$ cat config.mk
export PLATFORM = sky130hd
export DESIGN_NAME = branch_next_pc_calc_unit
export DESIGN_NICKNAME = d
export VERILOG_FILES = /design/src/brnpc_pkg.sv /design/src/brnpc_regfile.sv /design/src/brnpc_decode.sv /design/src/branch_next_pc_calc_unit.sv
export SDC_FILE = /design/constraint.sdc
export NUM_CORES = 1
export LEC_CHECK = 0
export ABC_CLOCK_PERIOD_IN_PS = 6400
export BUFFER_PORTS_ARGS = -buffer_cell sky130_fd_sc_hd__buf_2
export CAP_MARGIN = 5
export CORE_UTILIZATION = 55
export CTS_CLUSTER_SIZE = 12
export DETAILED_ROUTE_END_ITERATION = 8
export PLACE_DENSITY = 0.73
export SYNTH_ARGS = -nofsm -noshare
export SYNTH_HDL_FRONTEND = slang
export SYNTH_SLANG_ARGS = --single-unit
export TNS_END_PERCENT = 30
$ cat constraint.sdc
create_clock -name aclk -period 6.4 [get_ports aclk]
set_clock_uncertainty 0.1 [all_clocks]
set_input_delay 0.32 -clock aclk [delete_from_list [all_inputs] [get_ports aclk]]
set_output_delay 0.32 -clock aclk [all_outputs]
set_load 0.02 [all_outputs]
$ cat src/brnpc_pkg.sv
// ----------------------------------------------------------------------------
// brnpc_pkg: shared types and constants for the branch next-pc unit
// Opcode match patterns, branch class codes, register file sizing and the
// bit layout of the stream words.
// ----------------------------------------------------------------------------
package brnpc_pkg;

    // Shadow register file sizing
    localparam int REG_COUNT  = 16;
    localparam int REG_IDX_W  = $clog2(REG_COUNT);
    localparam int XLEN       = 32;
    localparam int OP_W       = 16;

    // Register returned by RTE
    localparam logic [REG_IDX_W-1:0] RTE_REG = REG_IDX_W'(REG_COUNT - 1);

    // Input word layout, lowest field first
    localparam int IN_IDX_LSB  = 0;
    localparam int IN_VAL_LSB  = IN_IDX_LSB + REG_IDX_W;
    localparam int IN_OP_LSB   = IN_VAL_LSB + XLEN;
    localparam int IN_PC_LSB   = IN_OP_LSB + OP_W;
    localparam int IN_T_LSB    = IN_PC_LSB + XLEN;
    localparam int IN_RA_LSB   = IN_T_LSB + 1;
    localparam int IN_BITS     = IN_RA_LSB + XLEN;
    localparam int IN_TDATA_W  = ((IN_BITS + 7) / 8) * 8;

    // Output word layout, lowest field first
    localparam int OUT_CLS_W   = 4;
    localparam int OUT_CLS_LSB = XLEN;
    localparam int OUT_TK_LSB  = OUT_CLS_LSB + OUT_CLS_W;
    localparam int OUT_BITS    = OUT_TK_LSB + 1;
    localparam int OUT_TDATA_W = ((OUT_BITS + 7) / 8) * 8;

    // Item kinds carried in tuser
    typedef enum logic {
        KIND_WRITE   = 1'b0,
        KIND_COMPUTE = 1'b1
    } item_kind_t;

    // Branch classes reported with each result
    typedef enum logic [OUT_CLS_W-1:0] {
        CLS_OTHER = 4'd0,
        CLS_BT    = 4'd1,
        CLS_BTS   = 4'd2,
        CLS_BF    = 4'd3,
        CLS_BFS   = 4'd4,
        CLS_BRA   = 4'd5,
        CLS_BRAF  = 4'd6,
        CLS_BSR   = 4'd7,
        CLS_BSRF  = 4'd8,
        CLS_JMP   = 4'd9,
        CLS_JSR   = 4'd10,
        CLS_RTS   = 4'd11,
        CLS_RTE   = 4'd12
    } branch_class_t;

    // Opcode masks and match patterns
    localparam logic [OP_W-1:0] MASK_HI8   = 16'hff00;
    localparam logic [OP_W-1:0] MASK_HI4   = 16'hf000;
    localparam logic [OP_W-1:0] MASK_REG   = 16'hf0ff;
    localparam logic [OP_W-1:0] PAT_BT     = 16'h8900;
    localparam logic [OP_W-1:0] PAT_BTS    = 16'h8d00;
    localparam logic [OP_W-1:0] PAT_BF     = 16'h8b00;
    localparam logic [OP_W-1:0] PAT_BFS    = 16'h8f00;
    localparam logic [OP_W-1:0] PAT_BRA    = 16'ha000;
    localparam logic [OP_W-1:0] PAT_BRAF   = 16'h0023;
    localparam logic [OP_W-1:0] PAT_BSR    = 16'hb000;
    localparam logic [OP_W-1:0] PAT_BSRF   = 16'h0003;
    localparam logic [OP_W-1:0] PAT_JMP    = 16'h402b;
    localparam logic [OP_W-1:0] PAT_JSR    = 16'h400b;
    localparam logic [OP_W-1:0] PAT_RTS    = 16'h000b;
    localparam logic [OP_W-1:0] PAT_RTE    = 16'h002b;

    // One result word
    typedef struct packed {
        logic          taken;
        branch_class_t branch_class;
        logic [XLEN-1:0] next_pc;
    } npc_result_t;

endpackage

$ cat src/brnpc_regfile.sv
// ----------------------------------------------------------------------------
// brnpc_regfile: shadow general register file
// One write port, one indexed read port and a fixed read of the RTE register.
// All entries clear on reset.
// ----------------------------------------------------------------------------
module brnpc_regfile
    import brnpc_pkg::*;
(
    input  logic                 aclk,
    input  logic                 aresetn,
    input  logic                 wr_en,
    input  logic [REG_IDX_W-1:0] wr_idx,
    input  logic [XLEN-1:0]      wr_data,
    input  logic [REG_IDX_W-1:0] rd_idx,
    output logic [XLEN-1:0]      rd_data,
    output logic [XLEN-1:0]      rte_data
);

    logic [XLEN-1:0] regs_reg [REG_COUNT];

    // Write one entry, clear all on reset
    always_ff @(posedge aclk) begin
        if (!aresetn) begin
            for (int i = 0; i < REG_COUNT; i++) begin
                regs_reg[i] <= '0;
            end
        end else if (wr_en) begin
            regs_reg[wr_idx] <= wr_data;
        end
    end

    assign rd_data  = regs_reg[rd_idx];
    assign rte_data = regs_reg[RTE_REG];

endmodule

$ cat src/brnpc_decode.sv
// ----------------------------------------------------------------------------
// brnpc_decode: opcode decode and target adder
// Classifies the opcode, picks the offset from pc+4 and selects the target.
// ----------------------------------------------------------------------------
module brnpc_decode
    import brnpc_pkg::*;
(
    input  logic [OP_W-1:0] opcode,
    input  logic [XLEN-1:0] pc,
    input  logic            t_flag,
    input  logic [XLEN-1:0] return_addr,
    input  logic [XLEN-1:0] rn_data,
    input  logic [XLEN-1:0] rte_data,
    output npc_result_t     result
);

    // Offsets are relative to pc+4
    localparam logic [XLEN-1:0] OFF_SEQ  = -XLEN'(2);
    localparam logic [XLEN-1:0] OFF_SKIP = '0;

    logic [XLEN-1:0] disp8;
    logic [XLEN-1:0] disp12;
    logic [XLEN-1:0] offset;
    logic [XLEN-1:0] rel_target;
    logic [1:0]      tsel;
    branch_class_t   cls_sel;
    logic            taken_sel;
    logic [XLEN-1:0] next_pc_sel;

    localparam logic [1:0] TSEL_REL = 2'd0;
    localparam logic [1:0] TSEL_RN  = 2'd1;
    localparam logic [1:0] TSEL_RA  = 2'd2;
    localparam logic [1:0] TSEL_RTE = 2'd3;

    // Sign-extended halfword displacements
    assign disp8  = {{(XLEN-9){opcode[7]}}, opcode[7:0], 1'b0};
    assign disp12 = {{(XLEN-13){opcode[11]}}, opcode[11:0], 1'b0};

    // Classify, first match wins
    always_comb begin
        cls_sel   = CLS_OTHER;
        taken_sel = 1'b0;
        offset    = OFF_SEQ;
        tsel      = TSEL_REL;
        if ((opcode & MASK_HI8) == PAT_BT) begin
            cls_sel   = CLS_BT;
            taken_sel = t_flag;
            offset    = t_flag ? disp8 : OFF_SEQ;
        end else if ((opcode & MASK_HI8) == PAT_BTS) begin
            cls_sel   = CLS_BTS;
            taken_sel = t_flag;
            offset    = t_flag ? disp8 : OFF_SKIP;
        end else if ((opcode & MASK_HI8) == PAT_BF) begin
            cls_sel   = CLS_BF;
            taken_sel = !t_flag;
            offset    = t_flag ? OFF_SEQ : disp8;
        end else if ((opcode & MASK_HI8) == PAT_BFS) begin
            cls_sel   = CLS_BFS;
            taken_sel = !t_flag;
            offset    = t_flag ? OFF_SKIP : disp8;
        end else if ((opcode & MASK_HI4) == PAT_BRA) begin
            cls_sel   = CLS_BRA;
            taken_sel = 1'b1;
            offset    = disp12;
        end else if ((opcode & MASK_REG) == PAT_BRAF) begin
            cls_sel   = CLS_BRAF;
            taken_sel = 1'b1;
            offset    = rn_data;
        end else if ((opcode & MASK_HI4) == PAT_BSR) begin
            cls_sel   = CLS_BSR;
            taken_sel = 1'b1;
            offset    = disp12;
        end else if ((opcode & MASK_REG) == PAT_BSRF) begin
            cls_sel   = CLS_BSRF;
            taken_sel = 1'b1;
            offset    = rn_data;
        end else if ((opcode & MASK_REG) == PAT_JMP) begin
            cls_sel   = CLS_JMP;
            taken_sel = 1'b1;
            tsel      = TSEL_RN;
        end else if ((opcode & MASK_REG) == PAT_JSR) begin
            cls_sel   = CLS_JSR;
            taken_sel = 1'b1;
            tsel      = TSEL_RN;
        end else if (opcode == PAT_RTS) begin
            cls_sel   = CLS_RTS;
            taken_sel = 1'b1;
            tsel      = TSEL_RA;
        end else if (opcode == PAT_RTE) begin
            cls_sel   = CLS_RTE;
            taken_sel = 1'b1;
            tsel      = TSEL_RTE;
        end
    end

    // pc-relative target, wraps modulo 2^32
    assign rel_target = pc + XLEN'(4) + offset;

    // Select the final target
    always_comb begin
        case (tsel)
            TSEL_RN:  next_pc_sel = rn_data;
            TSEL_RA:  next_pc_sel = return_addr;
            TSEL_RTE: next_pc_sel = rte_data;
            default:  next_pc_sel = rel_target;
        endcase
    end

    // Pack the result word
    assign result = {taken_sel, cls_sel, next_pc_sel};

endmodule

$ cat src/branch_next_pc_calc_unit.sv
// ----------------------------------------------------------------------------
// branch_next_pc_calc_unit: next instruction address for a 16-bit opcode
// A compute word passes through the input register, then the output register.
// Throughput: one word per cycle from the single decode/add stage unless the output stalls.
// Write words update the shadow registers and produce no result.
// Reset clears both stage valids and all shadow registers at once.
// ----------------------------------------------------------------------------
module branch_next_pc_calc_unit
    import brnpc_pkg::*;
(
    input  logic                   aclk,
    input  logic                   aresetn,
    input  logic                   s_axis_tvalid,
    output logic                   s_axis_tready,
    // tdata: reg_index, reg_value, opcode, pc, t_flag, return_addr, zero pad
    input  logic [IN_TDATA_W-1:0]  s_axis_tdata,
    // tuser: kind
    input  logic                   s_axis_tuser,
    output logic                   m_axis_tvalid,
    input  logic                   m_axis_tready,
    // tdata: next_pc, branch_class, taken, zero pad
    output logic [OUT_TDATA_W-1:0] m_axis_tdata
);

    logic                  s1_valid_reg;
    logic                  s1_kind_reg;
    logic [IN_BITS-1:0]    s1_data_reg;
    logic                  s1_move;
    logic                  out_free;
    logic                  m_valid_reg;
    npc_result_t           m_res_reg;
    npc_result_t           dec_res;
    logic [XLEN-1:0]       rn_data;
    logic [XLEN-1:0]       rte_data;
    logic [OP_W-1:0]       s1_opcode;
    logic                  s1_is_write;

    assign s1_opcode   = s1_data_reg[IN_OP_LSB +: OP_W];
    assign s1_is_write = (s1_kind_reg == KIND_WRITE);

    // Handshake: writes always drain, computes need room at the output
    assign out_free      = !m_valid_reg || m_axis_tready;
    assign s1_move       = s1_valid_reg && (s1_is_write || out_free);
    assign s_axis_tready = !s1_valid_reg || s1_move;

    // Hold the accepted word in the input register
    always_ff @(posedge aclk) begin
        if (!aresetn) begin
            s1_valid_reg <= 1'b0;
        end else if (s_axis_tready) begin
            s1_valid_reg <= s_axis_tvalid;
        end
    end

    always_ff @(posedge aclk) begin
        if (s_axis_tready && s_axis_tvalid) begin
            s1_kind_reg <= s_axis_tuser;
            s1_data_reg <= s_axis_tdata[IN_BITS-1:0];
        end
    end

    // Shadow registers, written as a write word leaves the input register
    brnpc_regfile u_regfile (
        .aclk     (aclk),
        .aresetn  (aresetn),
        .wr_en    (s1_move && s1_is_write),
        .wr_idx   (s1_data_reg[IN_IDX_LSB +: REG_IDX_W]),
        .wr_data  (s1_data_reg[IN_VAL_LSB +: XLEN]),
        .rd_idx   (s1_opcode[11:8]),
        .rd_data  (rn_data),
        .rte_data (rte_data)
    );

    brnpc_decode u_decode (
        .opcode      (s1_opcode),
        .pc          (s1_data_reg[IN_PC_LSB +: XLEN]),
        .t_flag      (s1_data_reg[IN_T_LSB]),
        .return_addr (s1_data_reg[IN_RA_LSB +: XLEN]),
        .rn_data     (rn_data),
        .rte_data    (rte_data),
        .result      (dec_res)
    );

    // Advance a compute result into the output register, drop it once taken
    always_ff @(posedge aclk) begin
        if (!aresetn) begin
            m_valid_reg <= 1'b0;
        end else if (out_free) begin
            m_valid_reg <= s1_valid_reg && !s1_is_write;
        end
    end

    always_ff @(posedge aclk) begin
        if (out_free && s1_valid_reg && !s1_is_write) begin
            m_res_reg <= dec_res;
        end
    end

    assign m_axis_tvalid = m_valid_reg;
    assign m_axis_tdata  = {{(OUT_TDATA_W-OUT_BITS){1'b0}}, m_res_reg};

endmodule
==> flow_summary.toml <==
[logic_synthesis]
yosysSeqAreaShare = 0.643
async_flop_share = 0
synth-edff-count = 667
synth_top_cell_area_share = 0.639
synth.avg_cell_area_um2 = 15.2
synthTopCellsByArea = "edfxtp_1, mux4_2, and2_1"
yosysUniqueCellTypes = 67
syn_area_um2 = 31300
netlist.top_cell.by_area = "edfxtp_1"
syn-instance-count = 2059
synth_top_flop_cell = "edfxtp_1"
ys_ff_latch = 673
yosysWarnings = 0

[critical_path]
endpoint_kind = "register"
cp_max_fo = 12
path_class = "register to register"
startpoint_type = "register"
arrival_ps = 5940
worstPathRequired_ps = 6660

[power]
p_total_uw = 10100
worst_ir_drop_vdd_uv = 207
p_per_area_nw_per_um2 = 278
p_leak_uw = 0.0133

[sta]
fmax_mhz = 176
period_needed_ps = 5680
setup_viol_count_final = 0
final.period_utilization = 0.888
maxSlewHeadroom = 0.189
tns_ps = 0
finalMaxSlewViolations = 0
whs_ps = 260
rsz0062_at_grt = "false"
hold_viol_final = 0
worst_pin_slew_ps = 1220

[routing]
dr.pass1.iters = 5
drt_drc_violations_left = 0
wl_per_cell_um = 26.1
via_per_inst = 6.07
antenna_left = 0
drt_iter0_drc = 1906
wirelength_mm = 81.1
vias = 18881

[global_routing]
grt_pass1_wl_mm = 119
grtUsageTotal = 0.285
overflow = 0
grt_max_degree = 68
antenna_found_initial = 2
grt_pass1_vias = 18949

[outcome]
outcome = "completed"

[clock_tree]
cts_tree = "done"
cts_buffer_depth = 3
cts-buffers-inserted = 72
clock_sinks = 673
path_clk_slew_ps = 60
clkLatencyLatePin_ps = 620
ctsResizeCount = 0
htree_levels = 3
root_buffer = "clkbuf_16"

[cells_and_area]
drive_gt1_frac = 0.217
area_growth_syn_to_layout_pct = 16.3
largest_reg_flops = 512
post-route-util = 0.646
fin_nets = 2497
stdcell_count = 3112

[die]
rows = 87
initial_core_util = 0.556
die_w_um = 241
core_area_um2 = 56400
num_io_pins = 167
die_y_um = 241
dieArea_um2 = 57900

[hold_path]
hp-class = "primary input to register"

[place]
dp_cells = 2872
gp_congestion = 0.865
hpwl_mm = 47.9
portBuffers = 160

[flow_run]
maxCapViolations = 0
==> worst max-delay path, stage by stage (launching register included) <==
cell and delay (ps):
edfxtp_1 440, nor2b_1 240, nand4_1 430, nor3b_1 750
nor2_1 230, nor2_1 130, o21ai_0 100, ha_1 300
ha_1 200, inv_1 80, fa_1 460, nand2b_1 180
a21oi_1 220, o21ai_1 250, a211o_1 360, a32oi_1 480
a31oi_1 220, nor2_1 210, a211oi_2 60
==> per-layer routing <==
layer  global-route usage  wire (um)  vias up
met5                    0          0        -
met1                0.368      31100     9606
met3               0.0534       7280      119
met4               0.0863       1710        0
met2                0.492      41100      931
li1                     -          -     8225
==> cells in the mapped netlist, types with 3 or more instances <==
cell / instances
a211oi_1: 7
a21oi_1: 64
nor3_1: 9
nand2_1: 62
ha_1: 61
dfxtp_1: 6
buf_6: 8
nand3_1: 11
or3_1: 3
inv_1: 17
o21bai_1: 20
nand2b_1: 11
a21o_1: 13
a2bb2oi_1: 4
nor4_1: 5
o21ai_0: 48
nand4_1: 6
and2_1: 514
or2_2: 5
o21ai_1: 11
mux2i_1: 9
o21a_1: 25
o22ai_1: 5
xor2_1: 14
nor2_1: 61
clkbuf_1: 116
a31oi_1: 3
buf_2: 13
xnor2_1: 11
mux4_2: 159
buf_1: 4
a21boi_0: 3
buf_4: 8
edfxtp_1: 667
nor2b_1: 7
and3_1: 3
a211o_1: 3
a22oi_1: 18
mux2_2: 5
o211ai_1: 6
==> path summary, 6_finish.rpt <==
| path | cells past startpoint | end | startpoint | slack [ps] |
|---|---|---|---|---|
| worst max-delay path | 18 | m_axis_tdata[29]$_DFFE_PP_ | s1_data_reg[50]$_DFFE_PP_ | 720 |
| worst min register to register | 2 | m_axis_tvalid$_SDFFE_PN0N_ | s1_valid_reg$_SDFFE_PN0N_ | 510 |
| worst min-delay path | 2 | m_axis_tvalid$_SDFFE_PN0N_ | aresetn | 260 |
| worst max register to register | 18 | m_axis_tdata[29]$_DFFE_PP_ | s1_data_reg[50]$_DFFE_PP_ | 720 |
==> repair_timing <==
item / in CTS / in global routing
buffers inserted: 0 / 0
hold endpoints to repair: 124 / 0
hold buffers: 120 / 0
==> area by class of cell <==
class / count / area (um^2)
sequential: 673 / 20200
fill: 3937 / 19900
multi-input combinational: 1221 / 10700
timing repair buffer: 324 / 2380
clock buffer: 92 / 1960
tap: 756 / 946
clock inverter: 27 / 186
inverter: 18 / 70.1
antenna: 1 / 2.50
==> placed cells by master (no fill, tap or decap), types with 7 or more instances in the layout <==
master | synthesis | layout
buf_4 | 8 | 40
and2_1 | 514 | 514
nor2b_1 | 7 | 7
nor2_1 | 61 | 48
ha_1 | 61 | 61
clkbuf_16 | 0 | 75
a22oi_1 | 18 | 18
nand2_1 | 62 | 62
xor2_1 | 14 | 14
o21ai_0 | 48 | 36
inv_1 | 17 | 16
clkinv_2 | 0 | 8
o21ai_1 | 11 | 11
dlygate4sd3_1 | 0 | 120
a211oi_1 | 7 | 7
a21oi_1 | 64 | 64
mux4_2 | 159 | 159
clkinv_1 | 1 | 13
nand3_1 | 11 | 11
nand2b_1 | 11 | 7
edfxtp_1 | 667 | 667
o21bai_1 | 20 | 20
clkbuf_1 | 116 | 15
mux2i_1 | 9 | 9
o21a_1 | 25 | 25
o21ai_4 | 0 | 12
buf_2 | 13 | 160
a21o_1 | 13 | 13
nor2_4 | 1 | 14
xnor2_1 | 11 | 11
==> cell families after synthesis <==
logic type / count (synthesis) / synth area share
other: 1 / 0.000120
DFF: 673 / 0.643
buffers and inverters: 167 / 0.0234
muxes: 173 / 0.119
adders and majority gates: 62 / 0.0250
AOI/OAI and AO/OA: 250 / 0.0511
and+or+nand+nor: 708 / 0.132
xor gates and xnor gates: 25 / 0.00699
==> where the power goes <==
group | internal [uW] | switching [uW]
Sequential | 5060 | 128
Combinational | 474 | 566
Clock | 2230 | 1660
==> metrics by stage <==
stage,worst slack [ps],instance area (um^2)
5_1_grt,424,36400
2_1_floorplan,1800,31400
6_report,716,36400
3_5_place_dp,791,33100
4_1_cts,781,36400
3_3_place_gp,882,33100
Note: power is estimated with default switching activity, not from simulation.
